## config.mk

```make
export PLATFORM = sky130hd
export DESIGN_NAME = index_keyed_byte_scrambler_unit
export DESIGN_NICKNAME = d
export VERILOG_FILES = /design/src/hw/rtl/isc_pkg.sv /design/src/hw/rtl/isc_csr.sv /design/src/hw/rtl/isc_check.sv /design/src/hw/rtl/isc_core.sv /design/src/hw/rtl/index_keyed_byte_scrambler_unit.sv
export SDC_FILE = /design/constraint.sdc
export NUM_CORES = 1
export LEC_CHECK = 0
export BUFFER_PORTS_ARGS = -buffer_cell sky130_fd_sc_hd__buf_2
export CAP_MARGIN = 15
export CORE_MARGIN = 10
export CORE_UTILIZATION = 35
export CTS_BUF_LIST = sky130_fd_sc_hd__clkbuf_4 sky130_fd_sc_hd__clkbuf_8
export CTS_CLUSTER_DIAMETER = 100
export DETAILED_ROUTE_END_ITERATION = 10
export MAX_ROUTING_LAYER = met4
export PLACE_DENSITY_LB_ADDON = 0.3
export SYNTH_ARGS = -nofsm -noshare
export SYNTH_HDL_FRONTEND = slang
export SYNTH_SLANG_ARGS = --single-unit
```

## constraint.sdc

```tcl
create_clock -name clock -period 8.92 [get_ports clock]
set_input_delay 2.676 -clock clock [delete_from_list [all_inputs] [get_ports clock]]
set_output_delay 2.676 -clock clock [all_outputs]
set_load 0.05 [all_outputs]
```

## src/hw/rtl/isc_pkg.sv

```systemverilog
package isc_pkg;

   // Register map, one register per 32-bit word.
   typedef enum logic [2:0] {
      REG_MODE           = 3'd0,
      REG_KEY_TYPE       = 3'd1,
      REG_OFFSET_KEY     = 3'd2,
      REG_HEADER_VERSION = 3'd3,
      REG_HEADER_SIZE    = 3'd4,
      REG_LEAD_CHECK     = 3'd5,
      REG_TRAIL_CHECK    = 3'd6
   } reg_index_type;

   typedef enum logic [1:0] {
      MODE_TYPE_ENCODE   = 2'd0,
      MODE_TYPE_DECODE   = 2'd1,
      MODE_OFFSET_ENCODE = 2'd2,
      MODE_OFFSET_DECODE = 2'd3
   } mode_type;

   typedef enum logic [2:0] {
      STATUS_OK             = 3'd0,
      STATUS_VERSION        = 3'd1,
      STATUS_TYPE_ZERO      = 3'd2,
      STATUS_SIZE_TOO_BIG   = 3'd3,
      STATUS_CHECKS_DIFFER  = 3'd4,
      STATUS_CHECKSUM_WRONG = 3'd5
   } status_type;

   localparam int unsigned CTR_W      = 20;
   localparam int unsigned KEY_TYPE_W = 21;
   localparam logic [31:0] VERSION_BASE = 32'd20040308;
   localparam logic [31:0] MAX_BYTES    = 32'd1048576;

   typedef struct packed {
      mode_type                mode;
      logic [KEY_TYPE_W-1:0]   key_type;
      logic [7:0]              offset_key;
      logic [31:0]             header_version;
      logic [31:0]             header_size;
      logic [7:0]              lead_check;
      logic [7:0]              trail_check;
   } cfg_type;

endpackage

```

## src/hw/rtl/isc_csr.sv

```systemverilog
module isc_csr (
   input  logic                  clock,
   input  logic                  reset,
   input  logic                  csr_psel,
   input  logic                  csr_penable,
   input  logic                  csr_pwrite,
   input  logic [4:0]            csr_paddr,
   input  logic [31:0]           csr_pwdata,
   output logic [31:0]           csr_prdata,
   output logic                  csr_pready,
   output isc_pkg::cfg_type      cfg
);
   import isc_pkg::*;

   cfg_type       cfg_ff;
   logic          write_en;
   reg_index_type reg_sel;

   assign csr_pready = 1'b1;
   assign write_en   = csr_psel & csr_penable & csr_pwrite;
   assign reg_sel    = reg_index_type'(csr_paddr[4:2]);
   assign cfg        = cfg_ff;

   always_ff @(posedge clock) begin
      if (reset) begin
         cfg_ff.mode           <= MODE_TYPE_ENCODE;
         cfg_ff.key_type       <= KEY_TYPE_W'(1);
         cfg_ff.offset_key     <= 8'd0;
         cfg_ff.header_version <= 32'd0;
         cfg_ff.header_size    <= 32'd0;
         cfg_ff.lead_check     <= 8'd0;
         cfg_ff.trail_check    <= 8'd0;
      end else if (write_en) begin
         case (reg_sel)
            REG_MODE:           cfg_ff.mode           <= mode_type'(csr_pwdata[1:0]);
            REG_KEY_TYPE:       cfg_ff.key_type       <= csr_pwdata[KEY_TYPE_W-1:0];
            REG_OFFSET_KEY:     cfg_ff.offset_key     <= csr_pwdata[7:0];
            REG_HEADER_VERSION: cfg_ff.header_version <= csr_pwdata;
            REG_HEADER_SIZE:    cfg_ff.header_size    <= csr_pwdata;
            REG_LEAD_CHECK:     cfg_ff.lead_check     <= csr_pwdata[7:0];
            REG_TRAIL_CHECK:    cfg_ff.trail_check    <= csr_pwdata[7:0];
            default: ;
         endcase
      end
   end

   always_comb begin
      case (reg_sel)
         REG_MODE:           csr_prdata = {30'd0, cfg_ff.mode};
         REG_KEY_TYPE:       csr_prdata = {{(32-KEY_TYPE_W){1'b0}}, cfg_ff.key_type};
         REG_OFFSET_KEY:     csr_prdata = {24'd0, cfg_ff.offset_key};
         REG_HEADER_VERSION: csr_prdata = cfg_ff.header_version;
         REG_HEADER_SIZE:    csr_prdata = cfg_ff.header_size;
         REG_LEAD_CHECK:     csr_prdata = {24'd0, cfg_ff.lead_check};
         REG_TRAIL_CHECK:    csr_prdata = {24'd0, cfg_ff.trail_check};
         default:            csr_prdata = 32'd0;
      endcase
   end

endmodule

```

## src/hw/rtl/isc_check.sv

```systemverilog
module isc_check (
   input  isc_pkg::cfg_type     cfg,
   input  logic [7:0]           checksum,
   output isc_pkg::status_type  status
);
   import isc_pkg::*;

   logic [31:0] expect_version;

   // Header version must match the base plus type plus size, wrapped to 32 bits.
   assign expect_version = VERSION_BASE + {{(32-KEY_TYPE_W){1'b0}}, cfg.key_type}
                           + cfg.header_size;

   always_comb begin
      if (cfg.header_version != expect_version) begin
         status = STATUS_VERSION;
      end else if (cfg.key_type == '0) begin
         status = STATUS_TYPE_ZERO;
      end else if (cfg.header_size > MAX_BYTES) begin
         status = STATUS_SIZE_TOO_BIG;
      end else if (cfg.lead_check != cfg.trail_check) begin
         status = STATUS_CHECKS_DIFFER;
      end else if (cfg.lead_check != checksum) begin
         status = STATUS_CHECKSUM_WRONG;
      end else begin
         status = STATUS_OK;
      end
   end

endmodule

```

## src/hw/rtl/isc_core.sv

```systemverilog
module isc_core (
   input  logic                 clock,
   input  logic                 reset,
   input  isc_pkg::cfg_type     cfg,
   input  logic                 advance,
   input  logic [7:0]           data_byte,
   input  logic                 has_byte,
   input  logic                 last_item,
   output logic [7:0]           out_byte,
   output logic [7:0]           checksum,
   output logic [2:0]           status
);
   import isc_pkg::*;

   logic [CTR_W-1:0]      byte_index_ff, byte_index_in;
   logic [CTR_W-1:0]      period_phase_ff, period_phase_in;
   logic [7:0]            running_sum_ff, running_sum_in;

   logic                  typed;
   logic                  decode;
   logic [7:0]            extra;
   logic [7:0]            key;
   logic [7:0]            res;
   logic [7:0]            scr;
   logic [7:0]            sum_next;
   logic [KEY_TYPE_W-1:0] phase_inc;
   logic [7:0]            start;
   logic [7:0]            chk;
   status_type            check_status;

   assign typed  = (cfg.mode == MODE_TYPE_ENCODE) || (cfg.mode == MODE_TYPE_DECODE);
   assign decode = (cfg.mode == MODE_TYPE_DECODE) || (cfg.mode == MODE_OFFSET_DECODE);

   // Type-keyed modes add the type once per period, offset modes add a fixed key.
   always_comb begin
      if (typed) begin
         extra = (period_phase_ff == '0) ? cfg.key_type[7:0] : 8'd0;
      end else begin
         extra = cfg.offset_key;
      end
   end

   assign key      = byte_index_ff[7:0] + extra;
   assign res      = decode ? (data_byte - key) : (data_byte + key);
   assign scr      = decode ? data_byte : res;
   assign sum_next = has_byte ? (running_sum_ff + scr) : running_sum_ff;
   assign phase_inc = {1'b0, period_phase_ff} + KEY_TYPE_W'(1);
   assign start    = typed ? cfg.key_type[7:0] : 8'd0;
   assign chk      = start + sum_next;

   isc_check u_check (
      .cfg      (cfg),
      .checksum (chk),
      .status   (check_status)
   );

   always_comb begin
      byte_index_in   = byte_index_ff;
      period_phase_in = period_phase_ff;
      running_sum_in  = sum_next;
      if (has_byte) begin
         byte_index_in = byte_index_ff + CTR_W'(1);
         if ((cfg.key_type == '0) || (phase_inc >= cfg.key_type)) begin
            period_phase_in = '0;
         end else begin
            period_phase_in = phase_inc[CTR_W-1:0];
         end
      end
      if (last_item) begin
         byte_index_in   = '0;
         period_phase_in = '0;
         running_sum_in  = '0;
      end
   end

   always_ff @(posedge clock) begin
      if (reset) begin
         byte_index_ff   <= '0;
         period_phase_ff <= '0;
         running_sum_ff  <= '0;
      end else if (advance) begin
         byte_index_ff   <= byte_index_in;
         period_phase_ff <= period_phase_in;
         running_sum_ff  <= running_sum_in;
      end
   end

   assign out_byte = has_byte ? res : 8'd0;
   assign checksum = last_item ? chk : 8'd0;
   assign status   = (last_item && (cfg.mode == MODE_TYPE_DECODE)) ? check_status
                                                                   : STATUS_OK;

endmodule

```

## src/hw/rtl/index_keyed_byte_scrambler_unit.sv

```systemverilog
// Index-keyed byte scrambler with an 8-bit additive checksum.
//
// Input words arrive on the req_ stream: tdata carries the byte, tuser says
// whether the byte is present and tlast ends the stream. Every accepted word
// produces exactly one result word on the rsp_ stream, carrying the
// transformed byte, the final checksum and the header check status.
// Mode, keys and header words are set through the csr_ port. The user must set
// them only while the stream is idle; the block itself does not enforce this.
//
// Each word first lands in an input register; combinational logic computes
// the key, the scrambled byte and the checksum into the result register.
// A word leaves the input register once the result register is free and is then
// shown on rsp_. Throughput is one word per cycle unless rsp_ stalls, bounded
// by the update of the byte index, period phase and running sum.
//
// Reset clears the counters, empties both registers and loads the register
// defaults. When the receiver stalls, the result register holds its word and
// the input register can still take one more word; after that req_tready
// drops until the result is taken.
module index_keyed_byte_scrambler_unit (
   input  logic        clock,
   input  logic        reset,
   // Input stream.
   input  logic        req_tvalid,
   output logic        req_tready,
   input  logic [7:0]  req_tdata,   // [7:0] data_byte
   input  logic        req_tuser,   // [0] has_byte
   input  logic        req_tlast,   // last_item
   // Result stream.
   output logic        rsp_tvalid,
   input  logic        rsp_tready,
   output logic [23:0] rsp_tdata,   // [7:0] out_byte, [15:8] checksum, [18:16] status
   output logic        rsp_tuser,   // [0] out_valid
   output logic        rsp_tlast,   // finished
   // Register port.
   input  logic        csr_psel,
   input  logic        csr_penable,
   input  logic        csr_pwrite,
   input  logic [4:0]  csr_paddr,
   input  logic [31:0] csr_pwdata,
   output logic [31:0] csr_prdata,
   output logic        csr_pready
);
   import isc_pkg::*;

   cfg_type     cfg;

   // Input register.
   logic        in_valid_ff;
   logic [7:0]  in_byte_ff;
   logic        in_has_ff;
   logic        in_last_ff;

   // Result register.
   logic        out_valid_ff;
   logic [7:0]  out_byte_ff,  out_byte_in;
   logic [7:0]  out_sum_ff,   out_sum_in;
   logic [2:0]  out_status_ff, out_status_in;
   logic        out_has_ff;
   logic        out_last_ff;

   logic        out_free;
   logic        advance;
   logic        req_take;

   isc_csr u_csr (
      .clock       (clock),
      .reset       (reset),
      .csr_psel    (csr_psel),
      .csr_penable (csr_penable),
      .csr_pwrite  (csr_pwrite),
      .csr_paddr   (csr_paddr),
      .csr_pwdata  (csr_pwdata),
      .csr_prdata  (csr_prdata),
      .csr_pready  (csr_pready),
      .cfg         (cfg)
   );

   // The result register frees up when it is empty or its word is taken,
   // and the input register moves on whenever the result register is free.
   assign out_free   = !out_valid_ff || rsp_tready;
   assign advance    = in_valid_ff && out_free;
   assign req_tready = !in_valid_ff || advance;
   assign req_take   = req_tvalid && req_tready;

   isc_core u_core (
      .clock     (clock),
      .reset     (reset),
      .cfg       (cfg),
      .advance   (advance),
      .data_byte (in_byte_ff),
      .has_byte  (in_has_ff),
      .last_item (in_last_ff),
      .out_byte  (out_byte_in),
      .checksum  (out_sum_in),
      .status    (out_status_in)
   );

   always_ff @(posedge clock) begin
      if (reset) begin
         in_valid_ff <= 1'b0;
      end else if (req_take) begin
         in_valid_ff <= 1'b1;
      end else if (advance) begin
         in_valid_ff <= 1'b0;
      end
   end

   always_ff @(posedge clock) begin
      if (req_take) begin
         in_byte_ff <= req_tdata;
         in_has_ff  <= req_tuser;
         in_last_ff <= req_tlast;
      end
   end

   always_ff @(posedge clock) begin
      if (reset) begin
         out_valid_ff <= 1'b0;
      end else if (advance) begin
         out_valid_ff <= 1'b1;
      end else if (rsp_tready) begin
         out_valid_ff <= 1'b0;
      end
   end

   always_ff @(posedge clock) begin
      if (advance) begin
         out_byte_ff   <= out_byte_in;
         out_sum_ff    <= out_sum_in;
         out_status_ff <= out_status_in;
         out_has_ff    <= in_has_ff;
         out_last_ff   <= in_last_ff;
      end
   end

   assign rsp_tvalid = out_valid_ff;
   assign rsp_tdata  = {5'd0, out_status_ff, out_sum_ff, out_byte_ff};
   assign rsp_tuser  = out_has_ff;
   assign rsp_tlast  = out_last_ff;

endmodule

```

==> results_dict.tcl <==
set metrics [dict create \
    syn_area_per_cell_um2 7.98 \
    crit_buf_inv 1 \
    grt_max_degree 88 \
    cts_root_buffer "clkbuf_8" \
    switchingPower_uw 520 \
    drt_first_pass_iters 5 \
    htree_num_levels 4 \
    ios 115 \
    grt_setup_unrepaired "false" \
    r2r_end "out_status_ff[0]" \
    synth_ff_type "dfxtp_1" \
    postLayoutCellArea_mm2 0.0139 \
    dpl_worst_slack_ns 1.25 \
    rr_worst_depth 30 \
    synth_area_leaders "dfxtp_1, ha_1, nand2_1, edfxtp_1, xnor2_1" \
    synthToLayoutAreaGrowth_pct 9.27 \
    max_stage_delay_ns 0.90 \
    power_switching_share_pct 30.8 \
    final_cells 2112 \
    hold_path.class "register to register" \
    floorplan.initialDensity_pct 35.6 \
    hpwl_um 29800 \
    r2r_slack_ns 1.13 \
    first_global_vias 11000 \
    maxSlewHeadroom_pct 23.0 \
    cts_resized 0 \
    clock-sinks 180 \
    die_y_um 210 \
    clkLatencyLatePin_ns 0.52 \
    synth_largest_area_cell "dfxtp_1" \
    power_density_mw_per_mm2 122 \
    p_int_uw 1170 \
    rows 69 \
    cts_tree "built" \
    core_area_mm2 0.0357 \
    timing.final.crit_share_pct 87.3 \
    post_cts_buffers 0 \
    overflow 0 \
    drt-total-wl_um 39000 \
    period_minus_slack_ns 7.79 \
    drt_iter0_markers 781 \
    synth_cell_types 89 \
    synth_warnings 0 \
    syn_inst 1592 \
    cp.arrival_ns 8.06 \
    min_from "u_csr.cfg[75]" \
    crit_fanout 7 \
    finalPower_uw 1690 \
    ys_seq_area_share_pct 30.8 \
    die_w_um 210 \
    setup_slack_ns 1.13 \
    status "finished, final reports clean" \
    required_ns 9.20 \
    hold_buffers 0 \
    route.detailed.drc 0 \
    whs_endpoint "u_csr.cfg[75]" \
    timing.critical_path.mode_cell "ha_1" \
    synth_seq_cells 180 \
    routabilityCongestion 0.937 \
    io_buffer_count 106 \
    synth_edf_count 31 \
    vias 11400 \
    wire_per_inst_um 18.4 \
    die_area_mm2 0.0443 \
    hold_depth 2 \
    cts_buffers 17 \
    grt_use_total_pct 17.8 \
    slowest_stage "a2111oi_0" \
    power_frac_seq_pct 50.6 \
    criticalPathCategory "register to register" \
    critical_path_depth 30 \
    drv_cap 0 \
    tightest_slew_ns 1.13 \
    cts.clk_slew.worst_paths_ns 0.11 \
    drv_slew 0 \
    placed_cells 2079 \
    netlist_area_mm2 0.0127 \
    setup-violations-final 0 \
    r2r-start "u_core.period_phase_ff[0]" \
    max_freq_mhz 128 \
    antenna_found_initial 1 \
    fin_setup_tns_ns 0 \
    fin_skew_ns 0.0185 \
    power_leakage_uw 0.00536 \
    combPwrFrac_pct 15.8 \
    ys_top_cells_by_count "nand2_1, nor2_1, dfxtp_1" \
    synth_top_area_share_pct 23.5 \
    yosysMostFrequentCell "nand2_1" \
    pwr-share-clk_pct 33.6 \
    ant_nets 0 \
    post_dp_cell_area_mm2 0.0135 \
    cp-end-kind "register" \
    grt_first_pass_wirelength_um 61600 \
    clockBufferDepth 2 \
    nNetsFinal 1774 \
    peakVddDrop_uv 99.9 \
    crit_family "compound AO/OA/AOI/OAI gates" \
    cp-start-kind "register" \
    layout-drive-gt1-share_pct 11.5 \
    viasPerCell 5.42 \
    synth_async_sr_flop_share_pct 0 \
    finalHoldViolations 0 \
]
[through the flow]
step                      utilization (%)  hold slack, ns
after floorplan                         -           0.424
after CTS                            38.9           0.489
after detailed placement             37.9           0.477
final                                38.9           0.488
after global placement               37.9           0.473
after global routing                 38.9           0.518
[flip-flops by register name (all words and copies together) (netlist names)]
register and flops:
in_byte_ff 8, u_csr.cfg 111, rsp_tvalid 1, in_valid_ff 1, u_core.running_sum_ff 8, u_core.period_phase_ff 20
out_sum_ff 8, rsp_tlast 1, in_last_ff 1, out_status_ff 3, rsp_tuser 1, in_has_ff 1
u_core.byte_index_ff 8, out_byte_ff 8
[layout make-up]
cell class,instances,area (um^2)
timing repair buffer,116,608
antenna,1,2.50
fill,3733,21800
clock buffer,19,249
tap,461,577
inverter,55,206
sequential,180,3910
clock inverter,13,124
multi-input combinational,1267,8200
[tightest hold or removal path, cell delays in order, from the launching register on]
cell and delay [ns]:
dfxtp_1 0.34, nand2_1 0.06, a21oi_1 0.05
[worst max-delay path by stage]
stage,from,end
detailed placement,u_core.period_phase_ff[0],out_status_ff[0]
finish,u_core.period_phase_ff[0],out_status_ff[0]
CTS,u_core.period_phase_ff[0],out_status_ff[0]
global placement,u_core.period_phase_ff[0],out_status_ff[0]
floorplan,csr_paddr[3],csr_prdata[10]
global route,u_core.period_phase_ff[0],out_status_ff[0]
[cells by family after synthesis]
kind of cell	synth area share (%)
AO/OA/AOI/OAI	19.2
AND/OR/NAND/NOR	22.2
buffers and inverters	4.90
other	0.0591
multiplexers	5.47
flip-flops	30.8
adder cells (fa/ha/maj)	8.47
XOR/XNOR	8.89
[metal layers]
layer | up-vias | wire length [um] | global-route usage [%]
li1 | 5693 | - | -
met4 | 0 | 561 | 4.95
met1 | 5471 | 18700 | 23.3
met3 | 32 | 2060 | 3.38
met5 | - | 0 | -
met2 | 252 | 17600 | 27.5
[cell usage in the layout (no fill, tap or decap), types with 11 or more instances in the layout]
master,n
mux2i_1,51
a21o_1,25
a211oi_1,13
ha_1,78
nand2b_1,16
a21oi_1,135
and3_1,14
nor2_1,149
nor3_1,28
inv_1,55
a22oi_1,27
nand4_1,30
buf_2,105
nand2_1,252
xnor2_1,95
a22o_1,20
nand3_1,25
edfxtp_1,31
o21a_1,13
nor2b_1,20
buf_4,11
dfxtp_1,149
o21ai_0,52
xor2_1,32
mux2_2,13
and2_1,14
clkbuf_8,17
nor4_1,19
[power by group through the flow]
stage / Sequential (uW) / Combinational [uW] / Clock [uW]
after floorplan: 890 / 182 / 0
after global placement: 874 / 262 / 0
after detailed placement: 875 / 265 / 0
after CTS: 856 / 267 / 580
after global routing: 858 / 293 / 611
final: 856 / 266 / 568
Power figures use the tool's default switching activity.
